$ cat src/rtl/core/mrdf_pkg.sv
// Shared types, constants and codes for the mesh relay duplicate filter.
package mrdf_pkg;

    // Cache geometry.
    localparam int CACHE_ENTRIES = 16;
    localparam int IDX_W         = $clog2(CACHE_ENTRIES);

    // Field widths.
    localparam int ADDR_W  = 48;
    localparam int BYTE_W  = 8;
    localparam int TIME_W  = 32;

    // Configuration port.
    localparam int CFG_INDEX_W = 8;
    localparam int CFG_DATA_W  = 32;

    localparam logic [CFG_INDEX_W-1:0] CFG_MAX_HOPS  = CFG_INDEX_W'(0);
    localparam logic [CFG_INDEX_W-1:0] CFG_EXPIRY_MS = CFG_INDEX_W'(1);

    localparam logic [BYTE_W-1:0] MAX_HOPS_RESET  = BYTE_W'(3);
    localparam logic [TIME_W-1:0] EXPIRY_MS_RESET = TIME_W'(8000);

    // Result codes.
    typedef enum logic [1:0] {
        VERDICT_FORWARD   = 2'd0,
        VERDICT_HOP_LIMIT = 2'd1,
        VERDICT_DUPLICATE = 2'd2
    } t_verdict;

    // Sequencer states.
    typedef enum logic [1:0] {
        ST_IDLE,
        ST_SCAN,
        ST_INSERT
    } t_state;

    // One received fragment header.
    typedef struct packed {
        logic [ADDR_W-1:0] origin_addr;
        logic [BYTE_W-1:0] message_id;
        logic [BYTE_W-1:0] fragment_index;
        logic [BYTE_W-1:0] hops_so_far;
        logic [TIME_W-1:0] time_ms;
    } t_in_item;

    // One relay decision.
    typedef struct packed {
        t_verdict          verdict;
        logic [BYTE_W-1:0] next_hops;
    } t_out_item;

    // One cache entry as held in the RAM.
    typedef struct packed {
        logic [ADDR_W-1:0] origin;
        logic [BYTE_W-1:0] message;
        logic [BYTE_W-1:0] fragment;
        logic [TIME_W-1:0] stamp;
    } t_entry;

    localparam int ENTRY_W = $bits(t_entry);

    // Status from the compare unit to the sequencer.
    typedef struct packed {
        logic expired;
        logic key_match;
    } t_cmp_res;

endpackage

$ cat src/rtl/core/mrdf_ram.sv
// Generic single-write, single-read RAM with registered read data.
module mrdf_ram #(
    parameter int WIDTH = 8,
    parameter int DEPTH = 16
) (
    input  logic                     i_clk,
    input  logic                     i_we,
    input  logic [$clog2(DEPTH)-1:0] i_waddr,
    input  logic [WIDTH-1:0]         i_wdata,
    input  logic [$clog2(DEPTH)-1:0] i_raddr,
    output logic [WIDTH-1:0]         o_rdata
);

    logic [WIDTH-1:0] r_mem [DEPTH];
    logic [WIDTH-1:0] r_rdata;

    // Write port and registered read port.
    always_ff @(posedge i_clk) begin
        if (i_we) begin
            r_mem[i_waddr] <= i_wdata;
        end
        r_rdata <= r_mem[i_raddr];
    end

    assign o_rdata = r_rdata;

endmodule

$ cat src/rtl/core/mrdf_cmp.sv
// Shared entry compare unit: wrapping age check and key equality.
module mrdf_cmp (
    input  mrdf_pkg::t_entry                 i_entry,
    input  mrdf_pkg::t_entry                 i_key,
    input  logic [mrdf_pkg::TIME_W-1:0]      i_expiry_ms,
    output mrdf_pkg::t_cmp_res               o_res
);
    import mrdf_pkg::*;

    logic [TIME_W-1:0] age;

    // The age wraps modulo 2^32, so a plain subtract of the stamp is enough.
    assign age = i_key.stamp - i_entry.stamp;

    assign o_res.expired   = (age > i_expiry_ms);
    assign o_res.key_match = (i_entry.message  == i_key.message)  &&
                             (i_entry.fragment == i_key.fragment) &&
                             (i_entry.origin   == i_key.origin);

endmodule

$ cat src/rtl/core/mesh_relay_duplicate_filter_core.sv
// Top level of the mesh relay duplicate filter: scan sequencer, valid bits and registers.
//
//  Channel   Direction  Handshake                    Payload
//  item      in         start, busy                  i_item (t_in_item)
//  result    out        o_res_strobe, one cycle      o_res (t_out_item)
//  config    in         i_cfg_valid, o_cfg_ready     i_cfg_index, i_cfg_data
//
//  A fragment at or above the hop limit gives its result in the cycle after the transfer.
//  Otherwise one entry is checked per cycle through the single RAM read port and the
//  shared compare unit: a duplicate result is registered from the scan state, and a
//  miss goes through every entry and then the insert state, which registers the result.
//  Synchronous reset clears the valid bits and the insert pointer and resets the config registers.
//  The result strobe cannot be held off; configuration is always ready.
module mesh_relay_duplicate_filter_core (
    input  logic                              i_clk,
    input  logic                              i_rst_n,
    input  logic                              start,
    output logic                              busy,
    input  mrdf_pkg::t_in_item                i_item,
    output logic                              o_res_strobe,
    output mrdf_pkg::t_out_item               o_res,
    input  logic                              i_cfg_valid,
    output logic                              o_cfg_ready,
    input  logic [mrdf_pkg::CFG_INDEX_W-1:0]  i_cfg_index,
    input  logic [mrdf_pkg::CFG_DATA_W-1:0]   i_cfg_data
);
    import mrdf_pkg::*;

    t_state                   r_state, n_state;
    t_entry                   r_key, n_key;
    logic [BYTE_W-1:0]        r_hops, n_hops;
    logic [IDX_W-1:0]         r_idx, n_idx;
    logic [IDX_W-1:0]         r_ptr, n_ptr;
    logic [CACHE_ENTRIES-1:0] r_valid, n_valid;
    logic [BYTE_W-1:0]        r_max_hops, n_max_hops;
    logic [TIME_W-1:0]        r_expiry, n_expiry;
    logic                     r_res_strobe, n_res_strobe;
    t_out_item                r_res, n_res;

    logic                     accept;
    logic                     hop_drop;
    logic                     last_idx;
    logic                     entry_live;
    logic                     kill;
    logic                     dup;
    logic                     ram_we;
    logic [IDX_W-1:0]         ram_raddr;
    t_entry                   ram_rdata;
    t_cmp_res                 cmp_res;

    assign accept   = start && (r_state == ST_IDLE);
    assign hop_drop = (i_item.hops_so_far >= r_max_hops);
    assign last_idx = (r_idx == IDX_W'(CACHE_ENTRIES - 1));

    // Entry store; the read address runs one entry ahead of the compare.
    always_comb begin
        ram_raddr = '0;
        if (r_state == ST_SCAN && !last_idx) begin
            ram_raddr = r_idx + IDX_W'(1);
        end
    end

    assign ram_we = (r_state == ST_INSERT);

    mrdf_ram #(
        .WIDTH (ENTRY_W),
        .DEPTH (CACHE_ENTRIES)
    ) u_ram (
        .i_clk   (i_clk),
        .i_we    (ram_we),
        .i_waddr (r_ptr),
        .i_wdata (r_key),
        .i_raddr (ram_raddr),
        .o_rdata (ram_rdata)
    );

    // Shared compare unit, used once per scanned entry.
    mrdf_cmp u_cmp (
        .i_entry     (ram_rdata),
        .i_key       (r_key),
        .i_expiry_ms (r_expiry),
        .o_res       (cmp_res)
    );

    // An expired entry is dropped before its key is considered.
    assign entry_live = r_valid[r_idx];
    assign kill       = entry_live && cmp_res.expired;
    assign dup        = entry_live && !cmp_res.expired && cmp_res.key_match;

    // Next state of the scan sequencer.
    always_comb begin
        n_state = r_state;
        unique case (r_state)
            ST_IDLE: begin
                if (accept && !hop_drop) begin
                    n_state = ST_SCAN;
                end
            end
            ST_SCAN: begin
                if (dup) begin
                    n_state = ST_IDLE;
                end else if (last_idx) begin
                    n_state = ST_INSERT;
                end
            end
            ST_INSERT: begin
                n_state = ST_IDLE;
            end
            default: begin
                n_state = ST_IDLE;
            end
        endcase
    end

    // Datapath and result updates for each state.
    always_comb begin
        n_key        = r_key;
        n_hops       = r_hops;
        n_idx        = r_idx;
        n_ptr        = r_ptr;
        n_valid      = r_valid;
        n_res_strobe = 1'b0;
        n_res        = r_res;
        unique case (r_state)
            ST_IDLE: begin
                if (accept) begin
                    n_key.origin   = i_item.origin_addr;
                    n_key.message  = i_item.message_id;
                    n_key.fragment = i_item.fragment_index;
                    n_key.stamp    = i_item.time_ms;
                    n_hops         = i_item.hops_so_far;
                    n_idx          = '0;
                    if (hop_drop) begin
                        n_res_strobe    = 1'b1;
                        n_res.verdict   = VERDICT_HOP_LIMIT;
                        n_res.next_hops = '0;
                    end
                end
            end
            ST_SCAN: begin
                if (kill) begin
                    n_valid[r_idx] = 1'b0;
                end
                if (dup) begin
                    n_res_strobe    = 1'b1;
                    n_res.verdict   = VERDICT_DUPLICATE;
                    n_res.next_hops = '0;
                end else if (!last_idx) begin
                    n_idx = r_idx + IDX_W'(1);
                end
            end
            ST_INSERT: begin
                n_valid[r_ptr] = 1'b1;
                if (r_ptr == IDX_W'(CACHE_ENTRIES - 1)) begin
                    n_ptr = '0;
                end else begin
                    n_ptr = r_ptr + IDX_W'(1);
                end
                n_res_strobe    = 1'b1;
                n_res.verdict   = VERDICT_FORWARD;
                n_res.next_hops = r_hops + BYTE_W'(1);
            end
            default: begin
                n_res_strobe = 1'b0;
            end
        endcase
    end

    // Register writes; an unknown index is ignored.
    always_comb begin
        n_max_hops = r_max_hops;
        n_expiry   = r_expiry;
        if (i_cfg_valid) begin
            unique case (i_cfg_index)
                CFG_MAX_HOPS:  n_max_hops = i_cfg_data[BYTE_W-1:0];
                CFG_EXPIRY_MS: n_expiry   = i_cfg_data[TIME_W-1:0];
                default: begin
                    n_max_hops = r_max_hops;
                end
            endcase
        end
    end

    // Control state and registers.
    always_ff @(posedge i_clk) begin
        if (!i_rst_n) begin
            r_state      <= ST_IDLE;
            r_idx        <= '0;
            r_ptr        <= '0;
            r_valid      <= '0;
            r_max_hops   <= MAX_HOPS_RESET;
            r_expiry     <= EXPIRY_MS_RESET;
            r_res_strobe <= 1'b0;
        end else begin
            r_state      <= n_state;
            r_idx        <= n_idx;
            r_ptr        <= n_ptr;
            r_valid      <= n_valid;
            r_max_hops   <= n_max_hops;
            r_expiry     <= n_expiry;
            r_res_strobe <= n_res_strobe;
        end
    end

    // Payload registers.
    always_ff @(posedge i_clk) begin
        r_key  <= n_key;
        r_hops <= n_hops;
        r_res  <= n_res;
    end

    assign busy         = (r_state != ST_IDLE);
    assign o_res_strobe = r_res_strobe;
    assign o_res        = r_res;
    assign o_cfg_ready  = 1'b1;

endmodule

$ cat config.mk
export PLATFORM = sky130hd
export DESIGN_NAME = mesh_relay_duplicate_filter_core
export DESIGN_NICKNAME = d
export VERILOG_FILES = /design/src/rtl/core/mrdf_pkg.sv /design/src/rtl/core/mrdf_ram.sv /design/src/rtl/core/mrdf_cmp.sv /design/src/rtl/core/mesh_relay_duplicate_filter_core.sv
export SDC_FILE = /design/constraint.sdc
export NUM_CORES = 2
export LEC_CHECK = 0
export BUFFER_PORTS_ARGS = -buffer_cell sky130_fd_sc_hd__buf_2
export CORE_MARGIN = 2
export CORE_UTILIZATION = 55
export CTS_CLUSTER_DIAMETER = 30
export DETAILED_ROUTE_END_ITERATION = 7
export PLACE_DENSITY = 0.71
export RECOVER_POWER = 50
export SYNTH_ARGS = -nofsm -noshare
export SYNTH_HDL_FRONTEND = slang
export SYNTH_SLANG_ARGS = --single-unit
$ cat constraint.sdc
create_clock -name i_clk -period 8.9 [get_ports i_clk]
set_input_delay 0.445 -clock i_clk [delete_from_list [all_inputs] [get_ports i_clk]]
set_output_delay 0.445 -clock i_clk [all_outputs]
set_load 0.02 [all_outputs]
[After elaboration in Yosys (flattened, before gate mapping)]
Memories as Yosys holds them, arrays and structs flattened. A register that Yosys moved wholly into a read port is not among the register bits.
Index checks and enable logic that the tools add are counted.
Storage, ports and cells
  memories: 1
  output and inout bits: 13
  memory bits (writable): 1536
  bits in registers: 181
  word-level logic and storage cells: 98
  input port bits: 148
Memories
  u_ram.r_mem: words 16, bits a word 96, read ports 1, clocked after Yosys merged registers in 1, write ports 1, RTL line mrdf_ram.sv:14  | logic [WIDTH-1:0] r_mem [DEPTH];
Cells by class
  magnitude comparators: 6
  add/subtract/negate cells: 4
  bitwise logic cells: 3
  muxes and demuxes: 28
  reduce and logical (&&, ||, !) cells: 26
  eq/ne operators: 16
Operators by type and width (number)
  $eq A48 B48 Y1: 1
  $gt A32 B32 Y1: 1
  $pmux W16 S2: 1
  $sub A32 B32 Y32: 1
  $mux W10: 3
  $pmux W10 S3: 1
  $mux W4: 5
  $and A16 B16 Y16: 1
  $eq A8 B8 Y1: 2
  $mux W16: 1
  $not A16 Y16: 1
  $or A16 B16 Y16: 1
  $ne A2 B2 Y1 const B: 6
  $logic_and A1 B1 Y1: 10
  $lt A4 B5 Y1 const B: 2
  $reduce_and A2 Y1: 5
  $add A4 B1 Y4 const B: 2
  $add A8 B1 Y8 const B: 1
  $demux W1 S4: 2
  $eq A4 B4 Y1 const B: 2
  $eq A8 B1 Y1 const B: 1
  $ge A4 B1 Y1 const B: 2
  $ge A8 B8 Y1: 1
  $logic_not A8 Y1: 1
  15 further kinds: 29

[Logic depth before layout (Yosys ltp)]
  depth after elaboration: 8
  depth in mapped cells: 21
  gate-level depth less buffers: 21

[Modules after synthesis]
From an unflattened synthesis, not the netlist that was laid out.
Unflattened totals
  cell total of the unflattened synthesis: 3486
  area, all modules: 69655.6 um2
Modules (own cells, without submodules)
  mrdf_ram: seq. area each 48046.1 um2, instances 1, cells each 2460, area an instance 59355.7 um2
  mesh_relay_duplicate_filter_core: seq. area each 4764.6 um2, instances 1, cells each 551, area an instance 6914.1 um2
  mrdf_cmp: seq. area each 0.0 um2, instances 1, cells each 475, area an instance 3385.7 um2

[Worst setup path after synthesis]
OpenSTA, ideal clock, no wires.
  path type: reg2reg
  start: register r_state[0]
  end: register r_idx[1]
  path slack: 2.472 ns
  arrival time: 6.365 ns
  required time: 8.837 ns
  library setup time: 0.063 ns
  clock period less this slack: 6.428 ns
  stages on the path, launching flop included: 8
  buffers on the path: 0
  cells stage by stage: dfxtp_1 -> inv_1 -> ha_1 -> inv_1 -> nor2_1 -> a21oi_1 -> or3_1 -> nand3_1
On the way
  longest elaborated chain between the ends: 4
  elaborated cells between the ends (all ways): 9
  those cells by class: eq/ne (4); mux (1); reduce/logical (4)
Ends and longest elaborated chain
  start, declared: RTL line mesh_relay_duplicate_filter_core.sv:29  | t_state r_state, n_state;
  start signal, assigned: RTL line mesh_relay_duplicate_filter_core.sv:195  | r_state <= n_state;
  $logic_not A2 Y1: RTL line mesh_relay_duplicate_filter_core.sv:51, mesh_relay_duplicate_filter_core.sv:124
  $logic_and A1 B1 Y1: RTL line mesh_relay_duplicate_filter_core.sv:51  | assign accept = start && (r_state == ST_IDLE);
  $ne A2 B2 Y1 (no source line)
  $reduce_and A4 Y1 (no source line)
  end signal, assigned: RTL line mesh_relay_duplicate_filter_core.sv:196  | r_idx <= n_idx;
  end, declared: RTL line mesh_relay_duplicate_filter_core.sv:32  | logic [IDX_W-1:0] r_idx, n_idx;
Several ways; a longest one is shown, not always the timed one.
A chain may end at the register's enable or synchronous reset.

[Final worst setup path]
  start: register r_key[0] (netlist name)
  end: register r_res, in the netlist o_res[4] (enable)
On the way
  longest elaborated chain between the ends: 7
Ends and longest elaborated chain
  start, declared: RTL line mesh_relay_duplicate_filter_core.sv:30  | t_entry r_key, n_key;
  start signal, assigned: RTL line mesh_relay_duplicate_filter_core.sv:207  | r_key <= n_key;
  $sub A32 B32 Y32: RTL line mrdf_cmp.sv:13  | assign age = i_key.stamp - i_entry.stamp;
  $gt A32 B32 Y1: RTL line mrdf_cmp.sv:15  | assign o_res.expired = (age > i_expiry_ms);
  $logic_not A1 Y1: RTL line mesh_relay_duplicate_filter_core.sv:88  | assign dup = entry_live && !cmp_res.expired && cmp_res.key_match;
  $logic_and A1 B1 Y1 (2 in a row): RTL line mesh_relay_duplicate_filter_core.sv:88
  $ne A2 B2 Y1 (no source line)
  $reduce_and A4 Y1 (no source line)
  end signal, assigned: RTL line mesh_relay_duplicate_filter_core.sv:209  | r_res <= n_res;
  end, declared: RTL line mesh_relay_duplicate_filter_core.sv:38  | t_out_item r_res, n_res;
Every way passes these cells.

==> results.md <==
Status:
- The run finished, with violations left.
- The checks that failed: capacitance limit, slew limit.

Placement:
- At the end of routability-driven placement, the weighted congestion stood at 0.832.
- The cell area after placement is about 74,000 um^2.
- OpenSTA, run right after detailed placement, puts the worst setup slack at 2.26 ns.
- The half-perimeter wire length after placement is just under 90,000 um.
- The number of buffer cells added on primary ports is between 150 and 200.
- In this run, placement finished with an instance count of a little over 7k.

Floorplanning:
- The die area is approximately 130,000 um^2.
- The core box area is between 100,000 and 150,000 um^2.
- The starting utilization of the core area is 55.5%.
- The number of rows created at floorplan is roughly 130.
- In this run the count of I/O pins placed on the die edge is approximately 160.
- The floorplan die width is between 300 and 400 um.
- The die height is around 370 um.

Detailed routing:
- The final route contains approximately 48k vias.
- Summed over all layers, the routed wires come to between 150,000 and 200,000 um.
- The average routed wire per standard cell is between 20 and 25 um.
- The detailed router finished its first iteration with approximately 5.5k violations.
- The detailed-route vias per instance is about 6.
- The length of the first detailed-routing pass in iterations is 6.
- The detail route stage leaves a number of antenna-violating nets equal to 0.
- The post-detailed-route DRC marker count is 0.

Setup path:
- The slowest stage of the critical path is the nor2_1 cell.
- The reg-to-reg startpoint is r_key[0]$_DFFE_PP_.
- The signal on the critical path passes through inv_1 > ha_1 > inv_1 > fa_1 > a211oi_1 > o21ai_0 > nand3_1 > a21o_1 > a31oi_1 > a31oi_1 > nor4bb_1 > a311o_1 > ha_1 > nand4_1 > or3_4 > nor4_4 > nand3_1 > and2_1 > nor3_2 > nor2_1 > nor2_1.
- The delay of the slowest cell on the worst path is 0.65 ns.
- The critical path is of the register to register type.
- For the worst flop-to-flop path, the logic depth is 21.
- The worst setup path is launched from a register.
- At the worst endpoint, the arrival time is approximately 7.3 ns.
- The peak fanout along the critical path is 17.
- The kind of end point of the critical path is a register.
- In this run the critical register-to-register path is captured at o_res[4]$_DFFE_PP_.
- The worst endpoint required time is approximately 9.4 ns.
- The worst-case register-to-register setup slack is between 2 and 2.5 ns.

Global route:
- The first-pass GRT wire length is 278,000 um.
- The initial antenna violation count came to 2.
- The maximum number of pins on one net before global-route repair is 200.
- The number of global-route vias before repair came to 46.5k.
- Global routing consumed, over all layers together, a little over a quarter of the routing resources.
- After global routing the overflow that remains totals 0.

Timing:
- The number of hold violations in the final report was 0.
- The worst pin sits at a relative slew slack of -168%.
- The actual transition at the worst max-transition pin is roughly 4.0 ns.
- In the final timing run, aggregate negative setup slack is 0 ns.
- The number of max-slew violations in the final report came to ~140.
- The top achievable clock speed is around 0.15 GHz.
- The worst path meets setup with ~2.1 ns of slack.
- The count of final setup violators is 0.
- Of the available clock period, the critical path in the final layout requires around three quarters.
- The clock skew after layout is 0.0711 ns.
- The worst hold margin is a little under 0.05 ns.
- The shortest clock period the worst path allows after layout is around 6.8 ns.
- Setup repair after global routing left no endpoint under its margin.

Clocking:
- The tree is rooted in a clkbuf_16.
- TritonCTS built the clock tree.
- Buffers added to address setup during post-CTS repair amount to 0.
- The post-CTS clock slew at the launch and capture registers of the worst setup and hold paths is 0.04 ns.
- The hold buffer count at CTS is 146.
- The H-tree was split into 5 levels.
- Post-CTS repair changed the size of 0 cells.
- The total clock buffers created by CTS is 347.
- The number of clock sinks is ~1.8k.
- No sink is reached through more buffers than the 4 on the longest clock path.
- For the worst-skew pair, the clock arrives at the later sink with an insertion delay of 0.91 ns.

Logic synthesis:
- The average cell area after synthesis is around 13 um^2.
- The Yosys warning count is 0.
- The sequential fraction of the synthesis area is between 70% and 80%.
- The number of different library cells in the post-synthesis netlist is 77.
- The commonest register cell after synthesis is edfxtp_1.
- After synthesis the netlist holds a flip-flop and latch count of ~1.8k.
- The top cell type by area accounts for between 60% and 70% of the synthesized area.
- Counting every instance in the synthesized netlist gives around 5.5k.
- The synthesized design spends more area on one cell type than any other, namely edfxtp_1.
- Ranked by instance count, the synthesized netlist is headed by edfxtp_1, nand2_1, nand3_1, clkbuf_1, a311oi_1.
- Sorting the synthesized cells by area gives the leading types as edfxtp_1, nand2_1, dfxtp_1, a311oi_1, nand3_1.
- The fraction of synthesis flops using an asynchronous set or reset pin is 0%.
- The count of flip-flops with a built-in enable after synthesis is approximately 1.7k.
- Among all cell types in the netlist, the one instantiated most often is edfxtp_1.
- The cell area that synthesis handed to floorplanning was a little over 70,000 um^2.
- The total nets after synthesis is ~5.7k.

Power and ir drop:
- The completed layout was analyzed and its total power is between 20 and 30 mW.
- The static leakage is approximately 31 nW.
- The worst vdd rail ir drop is about 0.23 mV.
- The areal power density over the cells is roughly 290 nW/um^2.

Flow run:
- The number of max-capacitance violations reported is 2.

Min path:
- The instance count along the most critical hold path is 4.
- The worst hold path terminates at r_state[0]$_SDFFE_PN0P_.
- The worst min-delay path category is input port to register.
- The start point of the worst hold path is start.

Cells and area:
- The number of nets at the end of the flow is between 6k and 7k.
- The proportion of layout cells with a drive suffix above 1 is roughly an eighth.
- The post-route core utilization is about two thirds.
- The area growth from synthesis to layout is 21.4%.
- The area of all placed cells without fillers is slightly below 90,000 um^2.
- The count of cells in the finished layout, fillers not included, comes to approximately 7.9k.
-- critical path: cells and delay by family (launching register included) --
kind	cells	cell delay (ns)
adders and majority gates	3	0.93
and+or+nand+nor	10	2.94
buffers and inverters	2	0.20
DFF	1	0.58
AOI/OAI and AO/OA	6	1.74
-- cells by family (layout without fill, tap and decap cells) --
group / Yosys count / in the layout / synth area share [%]
adders and majority gates: 85 / 85 / 1.49
xor gates and xnor gates: 98 / 98 / 1.19
DFF: 1813 / 1813 / 73.4
muxes: 15 / 15 / 0.296
and+or+nand+nor: 2376 / 2376 / 14.2
buffers and inverters: 436 / 1078 / 2.39
other: 1 / 2 / 0.00521
AOI/OAI and AO/OA: 689 / 689 / 7.01
-- power by group --
part	internal [mW]	switching, mW	total, mW
clock	8.76	4.25	13.0
combinational	0.840	1.58	2.42
sequential	9.63	0.262	9.89
-- layout make-up --
| type | instances | area (um^2) |
|---|---|---|
| fillers | 8598 | 42200 |
| repair buffers | 369 | 2790 |
| inverters | 90 | 338 |
| diodes | 1 | 2.50 |
| flip-flops and latches | 1813 | 52800 |
| clock inverters | 206 | 2510 |
| clock buffers | 413 | 9240 |
| multi-input cells | 3264 | 17500 |
| well taps | 1742 | 2180 |
-- cells in the final DEF (no fill, tap or decap), types with 93 or more instances in the layout --
cell	instances
clkbuf_16	354
buf_2	93
clkbuf_1	112
nand3_1	405
edfxtp_1	1650
and3_1	200
dfxtp_1	163
nand2_1	1623
a31oi_1	99
a21oi_1	183
a311oi_1	305
dlygate4sd3_1	146
-- layer usage --
layer	GRT usage, %	wire (um)	up-vias
met1	36.9	74200	23568
met2	43.9	90000	2435
li1	-	-	21181
met5	0	21	-
met3	4.27	15500	390
met4	10.3	5270	4
-- flip-flops by register name, summed over array words and instances, names as in the netlist --
name	count
r_key	96
o_res_strobe	1
r_expiry	32
u_ram.o_rdata	96
r_state	2
r_hops	8
r_max_hops	8
o_res	10
u_ram.r_mem	1536
r_valid	16
r_ptr	4
r_idx	4
-- worst max-delay path by stage --
| stage | startpoint | endpoint | slack [ns] |
|---|---|---|---|
| after floorplan | r_state[0]$_SDFFE_PN0P_ | r_idx[1]$_SDFFE_PN0P_ | 2.47 |
| after global placement | r_key[0]$_DFFE_PP_ | o_res[4]$_DFFE_PP_ | 2.44 |
| after detailed placement | r_key[0]$_DFFE_PP_ | o_res[2]$_DFFE_PP_ | 2.26 |
| after CTS | r_key[0]$_DFFE_PP_ | o_res[4]$_DFFE_PP_ | 2.13 |
| after global routing | r_key[0]$_DFFE_PP_ | o_res[2]$_DFFE_PP_ | 1.61 |
| final | r_key[0]$_DFFE_PP_ | o_res[4]$_DFFE_PP_ | 2.08 |
Power figures use the tool's default switching activity.
